===== src/y2r_pkg.sv =====
// Shared types and constants of the YUYV to RGB565 converter.
package y2r_pkg;

  // Width of the in-frame pixel counter.
  localparam int COUNT_BITS = 22;
  // Width of the frame size register as written.
  localparam int CFG_BITS = 23;
  // Width that holds any usable frame size, up to and including 2^COUNT_BITS.
  localparam int FS_BITS = COUNT_BITS + 1;
  localparam int CMP_BITS = (CFG_BITS > FS_BITS) ? CFG_BITS : FS_BITS;

  localparam logic [CFG_BITS-1:0] FRAME_PIXELS_RESET = CFG_BITS'(307200);
  localparam logic [FS_BITS-1:0] FRAME_LIMIT = {1'b1, {COUNT_BITS{1'b0}}};

  // BT.601 full-range coefficients with 16 fraction bits.
  localparam int FRAC_BITS = 16;
  localparam logic [16:0] COEF_RV = 17'd91881;
  localparam logic [16:0] COEF_GU = 17'd22553;
  localparam logic [16:0] COEF_GV = 17'd46802;
  localparam logic [16:0] COEF_BU = 17'd116130;
  localparam logic [7:0] CHROMA_ZERO = 8'd128;

  // Widths of the signed chroma products and of the per-channel sums.
  localparam int PROD_BITS = 26;
  localparam int ACC_BITS  = 27;

  // Depth of the back end's result buffer; a power of two so the pointers wrap.
  localparam int OUT_DEPTH    = 4;
  localparam int OUT_PTR_BITS = $clog2(OUT_DEPTH);
  localparam int OUT_CNT_BITS = $clog2(OUT_DEPTH + 1);

  typedef struct packed {
    logic [7:0] luma_first;
    logic [7:0] chroma_blue;
    logic [7:0] luma_second;
    logic [7:0] chroma_red;
  } macropixel_t;

  typedef struct packed {
    logic [15:0] pixel_rgb565;
    logic        last_of_item;
    logic        end_of_frame;
  } pixel_t;

  // One classified macropixel: single is set when the first pixel closes the
  // frame, so the second is dropped; eof_second marks the second pixel as the
  // end of the frame.
  typedef struct packed {
    macropixel_t mp;
    logic        single;
    logic        eof_second;
  } job_t;

endpackage


===== src/y2r_front.sv =====
// Front end: accepts macropixels, tracks the frame position and classifies each item.
module y2r_front (
  input  logic                            clk,
  input  logic                            rst,
  input  logic                            push,
  output logic                            full,
  input  y2r_pkg::macropixel_t            macropixel,
  input  logic                            cfg_valid,
  input  logic [y2r_pkg::CFG_BITS-1:0]    cfg_data,
  output logic                            job_push,
  output y2r_pkg::job_t                   job,
  input  logic                            job_full
);

  // A size of zero means one pixel; anything above the counter range is capped.
  function automatic logic [y2r_pkg::FS_BITS-1:0] clamp_frame(
    input logic [y2r_pkg::CFG_BITS-1:0] value
  );
    logic [y2r_pkg::CMP_BITS-1:0] ext;
    logic [y2r_pkg::FS_BITS-1:0]  res;
    ext = y2r_pkg::CMP_BITS'(value);
    if (ext == '0) begin
      res = y2r_pkg::FS_BITS'(1);
    end else if (ext > y2r_pkg::CMP_BITS'(y2r_pkg::FRAME_LIMIT)) begin
      res = y2r_pkg::FRAME_LIMIT;
    end else begin
      res = y2r_pkg::FS_BITS'(ext);
    end
    return res;
  endfunction

  logic [y2r_pkg::FS_BITS-1:0]    frame_size;
  logic [y2r_pkg::COUNT_BITS-1:0] pixel_count;
  logic [y2r_pkg::COUNT_BITS-1:0] pixel_count_next;
  logic [y2r_pkg::FS_BITS-1:0]    first_pos;
  logic [y2r_pkg::FS_BITS-1:0]    second_pos;
  logic                           eof_first;
  logic                           eof_second;
  logic                           accept;

  assign full   = job_full;
  assign accept = push && !job_full;

  // Positions are one-based here, so reaching the frame size ends the frame.
  // A count already past a newly shrunk size ends the frame on the next pixel.
  assign first_pos  = {1'b0, pixel_count} + y2r_pkg::FS_BITS'(1);
  assign second_pos = first_pos + y2r_pkg::FS_BITS'(1);
  assign eof_first  = first_pos >= frame_size;
  assign eof_second = second_pos >= frame_size;

  always_comb begin
    if (eof_first || eof_second) begin
      pixel_count_next = '0;
    end else begin
      pixel_count_next = second_pos[y2r_pkg::COUNT_BITS-1:0];
    end
  end

  assign job_push        = accept;
  assign job.mp          = macropixel;
  assign job.single      = eof_first;
  assign job.eof_second  = eof_second;

  always_ff @(posedge clk) begin
    if (rst) begin
      frame_size  <= clamp_frame(y2r_pkg::FRAME_PIXELS_RESET);
      pixel_count <= '0;
    end else begin
      if (cfg_valid) begin
        frame_size <= clamp_frame(cfg_data);
      end
      if (accept) begin
        pixel_count <= pixel_count_next;
      end
    end
  end

endmodule


===== src/y2r_job_queue.sv =====
// Two-entry queue of classified macropixels between the front and back ends.
module y2r_job_queue (
  input  logic          clk,
  input  logic          rst,
  input  logic          wr_en,
  input  y2r_pkg::job_t wr_job,
  output logic          full,
  input  logic          rd_en,
  output logic          head_valid,
  output y2r_pkg::job_t head
);

  y2r_pkg::job_t entries [2];
  logic          wr_ptr;
  logic          rd_ptr;
  logic [1:0]    count;
  logic          do_rd;

  assign full       = count == 2'd2;
  assign head_valid = count != 2'd0;
  assign head       = entries[rd_ptr];
  assign do_rd      = rd_en && head_valid;

  always_ff @(posedge clk) begin
    if (wr_en) begin
      entries[wr_ptr] <= wr_job;
    end
  end

  always_ff @(posedge clk) begin
    if (rst) begin
      wr_ptr <= 1'b0;
      rd_ptr <= 1'b0;
      count  <= 2'd0;
    end else begin
      if (wr_en) begin
        wr_ptr <= !wr_ptr;
      end
      if (do_rd) begin
        rd_ptr <= !rd_ptr;
      end
      case ({wr_en, do_rd})
        2'b10:   count <= count + 2'd1;
        2'b01:   count <= count - 2'd1;
        default: count <= count;
      endcase
    end
  end

endmodule


===== src/y2r_back.sv =====
// Back end: converts one pixel a cycle in two stages while its result buffer has room, and buffers the results.
module y2r_back (
  input  logic             clk,
  input  logic             rst,
  input  logic             head_valid,
  input  y2r_pkg::job_t    head,
  output logic             head_pop,
  output logic             empty,
  input  logic             pop,
  output y2r_pkg::pixel_t  pixel
);

  function automatic logic [7:0] clamp_channel(
    input logic signed [y2r_pkg::ACC_BITS-1:0] acc
  );
    logic [7:0] res;
    if (acc[y2r_pkg::ACC_BITS-1]) begin
      res = 8'd0;
    end else if (acc[y2r_pkg::ACC_BITS-2:y2r_pkg::FRAC_BITS+8] != '0) begin
      res = 8'd255;
    end else begin
      res = acc[y2r_pkg::FRAC_BITS+7:y2r_pkg::FRAC_BITS];
    end
    return res;
  endfunction

  // Issue side.
  logic              half;
  logic              issue;
  logic              credit_ok;
  logic [7:0]        sel_luma;
  logic signed [7:0] u_val;
  logic signed [7:0] v_val;

  // First stage: the four products.
  logic                                 a_valid;
  logic [7:0]                           a_luma;
  logic signed [y2r_pkg::PROD_BITS-1:0] a_rv;
  logic signed [y2r_pkg::PROD_BITS-1:0] a_gu;
  logic signed [y2r_pkg::PROD_BITS-1:0] a_gv;
  logic signed [y2r_pkg::PROD_BITS-1:0] a_bu;
  logic                                 a_last;
  logic                                 a_eof;

  // Second stage: sums, clamping and packing.
  logic signed [y2r_pkg::ACC_BITS-1:0] base;
  logic signed [y2r_pkg::ACC_BITS-1:0] r_acc;
  logic signed [y2r_pkg::ACC_BITS-1:0] g_acc;
  logic signed [y2r_pkg::ACC_BITS-1:0] b_acc;
  logic [7:0]                          r_val;
  logic [7:0]                          g_val;
  logic [7:0]                          b_val;
  y2r_pkg::pixel_t                     result;

  // Result buffer.
  y2r_pkg::pixel_t                   out_buf [y2r_pkg::OUT_DEPTH];
  logic [y2r_pkg::OUT_PTR_BITS-1:0]  o_wr;
  logic [y2r_pkg::OUT_PTR_BITS-1:0]  o_rd;
  logic [y2r_pkg::OUT_CNT_BITS-1:0]  o_count;
  logic                              do_pop;

  // Room is reserved for the pixel still in the first stage.
  assign credit_ok = (o_count + y2r_pkg::OUT_CNT_BITS'(a_valid)) <
                     y2r_pkg::OUT_CNT_BITS'(y2r_pkg::OUT_DEPTH);
  assign issue     = head_valid && credit_ok;
  assign head_pop  = issue && (half || head.single);

  assign sel_luma = half ? head.mp.luma_second : head.mp.luma_first;
  assign u_val    = $signed(head.mp.chroma_blue - y2r_pkg::CHROMA_ZERO);
  assign v_val    = $signed(head.mp.chroma_red - y2r_pkg::CHROMA_ZERO);

  always_ff @(posedge clk) begin
    if (rst) begin
      half    <= 1'b0;
      a_valid <= 1'b0;
    end else begin
      a_valid <= issue;
      if (issue) begin
        half <= !half && !head.single;
      end
    end
  end

  always_ff @(posedge clk) begin
    if (issue) begin
      a_luma <= sel_luma;
      a_rv   <= $signed({1'b0, y2r_pkg::COEF_RV}) * v_val;
      a_gu   <= $signed({1'b0, y2r_pkg::COEF_GU}) * u_val;
      a_gv   <= $signed({1'b0, y2r_pkg::COEF_GV}) * v_val;
      a_bu   <= $signed({1'b0, y2r_pkg::COEF_BU}) * u_val;
      a_last <= half || head.single;
      a_eof  <= half ? head.eof_second : head.single;
    end
  end

  assign base  = $signed({{(y2r_pkg::ACC_BITS-8-y2r_pkg::FRAC_BITS){1'b0}}, a_luma,
                          {y2r_pkg::FRAC_BITS{1'b0}}});
  assign r_acc = base + y2r_pkg::ACC_BITS'(a_rv);
  assign g_acc = base - y2r_pkg::ACC_BITS'(a_gu) - y2r_pkg::ACC_BITS'(a_gv);
  assign b_acc = base + y2r_pkg::ACC_BITS'(a_bu);
  assign r_val = clamp_channel(r_acc);
  assign g_val = clamp_channel(g_acc);
  assign b_val = clamp_channel(b_acc);

  assign result.pixel_rgb565 = {r_val[7:3], g_val[7:2], b_val[7:3]};
  assign result.last_of_item = a_last;
  assign result.end_of_frame = a_eof;

  assign empty  = o_count == '0;
  assign pixel  = out_buf[o_rd];
  assign do_pop = pop && !empty;

  always_ff @(posedge clk) begin
    if (a_valid) begin
      out_buf[o_wr] <= result;
    end
  end

  always_ff @(posedge clk) begin
    if (rst) begin
      o_wr    <= '0;
      o_rd    <= '0;
      o_count <= '0;
    end else begin
      if (a_valid) begin
        o_wr <= o_wr + y2r_pkg::OUT_PTR_BITS'(1);
      end
      if (do_pop) begin
        o_rd <= o_rd + y2r_pkg::OUT_PTR_BITS'(1);
      end
      case ({a_valid, do_pop})
        2'b10:   o_count <= o_count + y2r_pkg::OUT_CNT_BITS'(1);
        2'b01:   o_count <= o_count - y2r_pkg::OUT_CNT_BITS'(1);
        default: o_count <= o_count;
      endcase
    end
  end

endmodule


===== src/yuyv_to_rgb565_converter_core.sv =====
// Top level of the YUYV 4:2:2 to RGB565 converter.
//
// The block takes one YUYV macropixel per item (two luma samples sharing one
// blue and one red chroma sample) and returns up to two RGB565 pixels, computed
// with full-range BT.601 coefficients with 16 fraction bits, truncated and
// clamped to 0..255 before packing. It counts pixels against the configured
// frame size; when a frame has an odd number of pixels the second pixel of
// the macropixel that closes it is dropped, and that single pixel carries both
// last_of_item and end_of_frame. A frame size of zero counts as one pixel, and
// sizes above the counter range are capped to it. Throughput is one pixel per
// cycle from the shared conversion pipeline while the result buffer has room,
// so the pixels of a macropixel pass it one after the other; new items are
// taken every cycle while the two-entry item queue has room. A pixel passes
// the item queue, the product registers and the result buffer on its way to
// the result ports. The frame size register may be written at any time the
// block holds no unfinished item; cfg_ready is always high.
module yuyv_to_rgb565_converter_core (
  input  logic                          clk,
  input  logic                          rst,
  // Item input, queue style.
  input  logic                          push,
  output logic                          full,
  input  y2r_pkg::macropixel_t          macropixel,
  // Result output, queue style.
  output logic                          empty,
  input  logic                          pop,
  output y2r_pkg::pixel_t               pixel,
  // Frame size register write.
  input  logic                          cfg_valid,
  output logic                          cfg_ready,
  input  logic [y2r_pkg::CFG_BITS-1:0]  cfg_data
);

  logic          job_push;
  logic          job_full;
  y2r_pkg::job_t job;
  logic          head_valid;
  logic          head_pop;
  y2r_pkg::job_t head;

  // The register is a plain flop, so a write is never held off.
  assign cfg_ready = 1'b1;

  // The front end decides per item whether one or two pixels follow and where
  // the frame ends, so the counter advances at acceptance and never waits on
  // the conversion.
  y2r_front u_front (
    .clk        (clk),
    .rst        (rst),
    .push       (push),
    .full       (full),
    .macropixel (macropixel),
    .cfg_valid  (cfg_valid && cfg_ready),
    .cfg_data   (cfg_data),
    .job_push   (job_push),
    .job        (job),
    .job_full   (job_full)
  );

  // The queue decouples acceptance from conversion, so a stalled result side
  // still lets a couple of items in.
  y2r_job_queue u_job_queue (
    .clk        (clk),
    .rst        (rst),
    .wr_en      (job_push),
    .wr_job     (job),
    .full       (job_full),
    .rd_en      (head_pop),
    .head_valid (head_valid),
    .head       (head)
  );

  // The back end converts one pixel per cycle while its four-entry result queue
  // has room, reserving room there for every pixel it has in flight.
  y2r_back u_back (
    .clk        (clk),
    .rst        (rst),
    .head_valid (head_valid),
    .head       (head),
    .head_pop   (head_pop),
    .empty      (empty),
    .pop        (pop),
    .pixel      (pixel)
  );

endmodule


===== config.mk =====
export PLATFORM = sky130hd
export DESIGN_NAME = yuyv_to_rgb565_converter_core
export DESIGN_NICKNAME = d
export VERILOG_FILES = /design/src/y2r_pkg.sv /design/src/y2r_front.sv /design/src/y2r_job_queue.sv /design/src/y2r_back.sv /design/src/yuyv_to_rgb565_converter_core.sv
export SDC_FILE = /design/constraint.sdc
export NUM_CORES = 1
export LEC_CHECK = 0
export ABC_CLOCK_PERIOD_IN_PS = 12550
export BUFFER_PORTS_ARGS = -buffer_cell sky130_fd_sc_hd__buf_2
export CORE_MARGIN = 8
export CORE_UTILIZATION = 45
export DETAILED_ROUTE_END_ITERATION = 10
export MAX_ROUTING_LAYER = met4
export PLACE_DENSITY_LB_ADDON = 0.25
export SETUP_SLACK_MARGIN = 0.4
export SLEW_MARGIN = 20
export SYNTH_ARGS = -nofsm -noshare
export SYNTH_HDL_FRONTEND = slang
export SYNTH_SLANG_ARGS = --single-unit

===== constraint.sdc =====
create_clock -name clk -period 12.55 [get_ports clk]
set_clock_uncertainty 0.2 [all_clocks]
set_input_delay 0.6275 -clock clk [delete_from_list [all_inputs] [get_ports clk]]
set_output_delay 0.6275 -clock clk [all_outputs]
set_load 0.01 [all_outputs]

==> results.md <==
* Status: finished clean
* TritonRoute pass-1 iters at 4
* Die width at 226 µm
* FF-to-FF End: u_back.a_rv[24]
* Syn Inst Count at 1764
* Routed Antenna Nets at 0
* Total number of vias at 12767
* Crit. End Element: flip-flop
* Initial antenna violation count at 3
* WHS at 0.0354 ns
* Via density at 5.19
* Seq cells post-synth at 278
* Post-detail-place hpwl at 33.0 mm
* Finished Cell Area at 22000 µm²
* Final wirelength at 41.4 mm
* Layout cells sized above 1 at 9.97%
* Iteration-0 DRC count of the detailed router at 637
* Core area at 43900 µm²
* Flop2flop setup slack at 5.89 ns
* MaxCap Viol Count at 0
* Min-delay src: macropixel[24]
* # fillers at 4004
* Area taken by multi-input logic gates at 10800 µm²
* I/O Buffers at 79
* Most used DFF post-synth: edfxtp_1
* Most frequent cells in the layout: 305 x ha_1, 299 x inv_1, 218 x edfxtp_1, 96 x fa_1, 88 x a21oi_1
* Unique masters post-synth at 69
* Reg area at 7750 µm²
* Startpoint types: flip-flop
* Placement Cell Area at 20900 µm²
* Bufs on Longest Clock Path at 3
* WP data required at 12.68 ns
* FP Rows at 77
* Fin crit share at 53.1%
* Fin. max-slew vios at 0
* Hold Path End: u_job_queue.entries[1][26]
* Area Growth Syn to Fin at 10.8%
* Reg2Reg Depth at 18
* Ys Warns at 0
* Max Fclk at 0.150 GHz
* Worst min path class: in2reg
* Cts bufs inserted at 31
* Cell depth of the worst hold path at 1
* Avg Cell Area, Syn at 11.3 µm²
* Vias in the first global route at 13371
* First-pass GRT wire length at 68.3 mm
* Arrival time at the worst endpoint at 6.79 ns
* Sequential fraction of the synthesis area at 39.0%
* CTS tree: built
* Worst Tran Pin Value at 1.03 ns
* H-tree lvl count at 1
* Setup CP Type: reg2reg
* Synth async-reset ratio at 0%
* Post-synth EDFFs at 218
* Commonest non-fill, non-tap cell in the layout: ha_1
* TritonCTS Sinks at 278
* Starting Density at 45.2%
* Slew HR at 29.9%
* Aggregate global-route resource usage at 17.0%
* RSZ-0062 raised after global routing: false
* Ports at 81
* Grt ovf at 0
* CTS clock-pin slew for the worst setup and hold paths at 0.06 ns
* Routed WL per cell at 16.8 µm
* Crit Path Max Fanout at 30
* CTS root buffer: clkbuf_16
* Dpl ws at 5.88 ns
* Nets@finish at 2302
* Minimum clock period at 6.66 ns
* Final setup margin at 5.89 ns
* DRC Markers at 0
* Die H at 226 µm
* Largest net degree at the start of global routing at 62
* Full die area at 51200 µm²
* Placer Congestion at 0.900
* Synth Net Count at 2225
* Worst skew pair latency at 0.59 ns
* Final setup vio count at 0
* Final Hold Fails at 0
* Post-synth design cell area at 19900 µm²
* Setup TNS at 0 ns
sequential cells by signal (all words and copies together), names as in the netlist, named ones only:
| name | cells |
|---|---|
| u_job_queue.count | 2 |
| u_front.frame_size | 23 |
| u_job_queue.entries | 68 |
| u_back.o_rd | 2 |
| u_job_queue.rd_ptr | 1 |
| u_back.a_rv | 17 |
| u_back.out_buf | 72 |
| u_back.half | 1 |
| u_back.a_last | 1 |
| u_back.a_valid | 1 |
| u_front.pixel_count | 21 |
| u_back.a_luma | 8 |
| u_job_queue.wr_ptr | 1 |
| u_back.a_gv | 17 |
| u_back.a_gu | 24 |
| u_back.o_wr | 2 |
| u_back.a_bu | 10 |
| u_back.o_count | 3 |
| u_back.a_eof | 1 |
worst max path at each step:
stage          cells past startpoint  slack (ns)         endpoint
2_1_floorplan                     19        6.07  u_back.a_bu[24]
3_3_place_gp                      19        6.04  u_back.a_rv[24]
3_5_place_dp                      18        5.88  u_back.a_rv[24]
4_1_cts                           19        5.87  u_back.a_rv[24]
5_1_grt                           19        5.50  u_back.a_rv[24]
6_report                          18        5.89  u_back.a_rv[24]
repair_timing:
action                    4_1_cts  5_1_grt
buffers inserted                0        0
hold endpoints to repair       16        0
hold buffers                    8        0
gates resized for setup         0        0
Yosys cell counts, types with 25 or more instances:
cell	n	area share [%]
nor2_1	83	1.6
a21oi_1	88	2.2
edfxtp_1	218	33
xor2_1	34	1.5
a21o_1	41	1.5
dfxtp_1	60	6.0
fa_1	96	9.7
nand3_1	25	0.63
inv_1	300	5.7
o21ai_0	47	1.2
ha_1	305	19
nand2_1	68	1.3
clkbuf_1	36	0.68
mux4_2	26	2.9
xnor2_1	50	2.2
metrics by stage:
| step | utilization (%) | std cells |
|---|---|---|
| global route | 50.1 | 2460 |
| CTS | 50.1 | 2458 |
| floorplan | - | 1764 |
| global placement | 47.5 | 2392 |
| finish | 50.1 | 2460 |
| detailed placement | 47.5 | 2392 |
metal layers:
layer  part of all wire, %  GRT usage [%]
met1                    48           23.1
met2                    46           27.1
met3                   3.7           2.31
met4                   2.1           3.85
met5                     0              -
area by class of cell:
type | count | area share, %
Clock buffer | 39 | 3.75
Timing Repair Buffer | 93 | 2.36
Multi-Input combinational cell | 1137 | 49.1
Tap cell | 592 | 3.36
Sequential cell | 278 | 35.2
Antenna cell | 2 | 0.0227
Clock inverter | 19 | 1.11
Inverter | 300 | 5.11
worst max-delay path, stage by stage (launching register included):
cell	delay (ns)
dfxtp_2	0.31
buf_4	0.43
mux2i_1	0.81
inv_1	0.35
fa_1	0.58
xor2_1	0.35
ha_1	0.32
fa_1	0.52
inv_1	0.06
fa_1	0.53
inv_1	0.04
ha_1	0.34
and4_1	0.24
a22oi_1	0.28
a311oi_1	0.19
o21a_1	0.22
o21ai_0	0.21
nor3_1	0.07
a311o_1	0.34
cell families after synthesis:
logic type	after synthesis	synth area share, %
fa+ha+maj	401	28.9
buf+inv	349	6.72
simple gates	307	7.77
flops	278	39.0
compound gates	295	9.85
mux	48	4.07
other cells	2	0.0378
xor+xnor	84	3.70
Power is left out: the tool's default activity adds up to more than one toggle a clock period on the data nets, which glitch-free logic cannot reach.
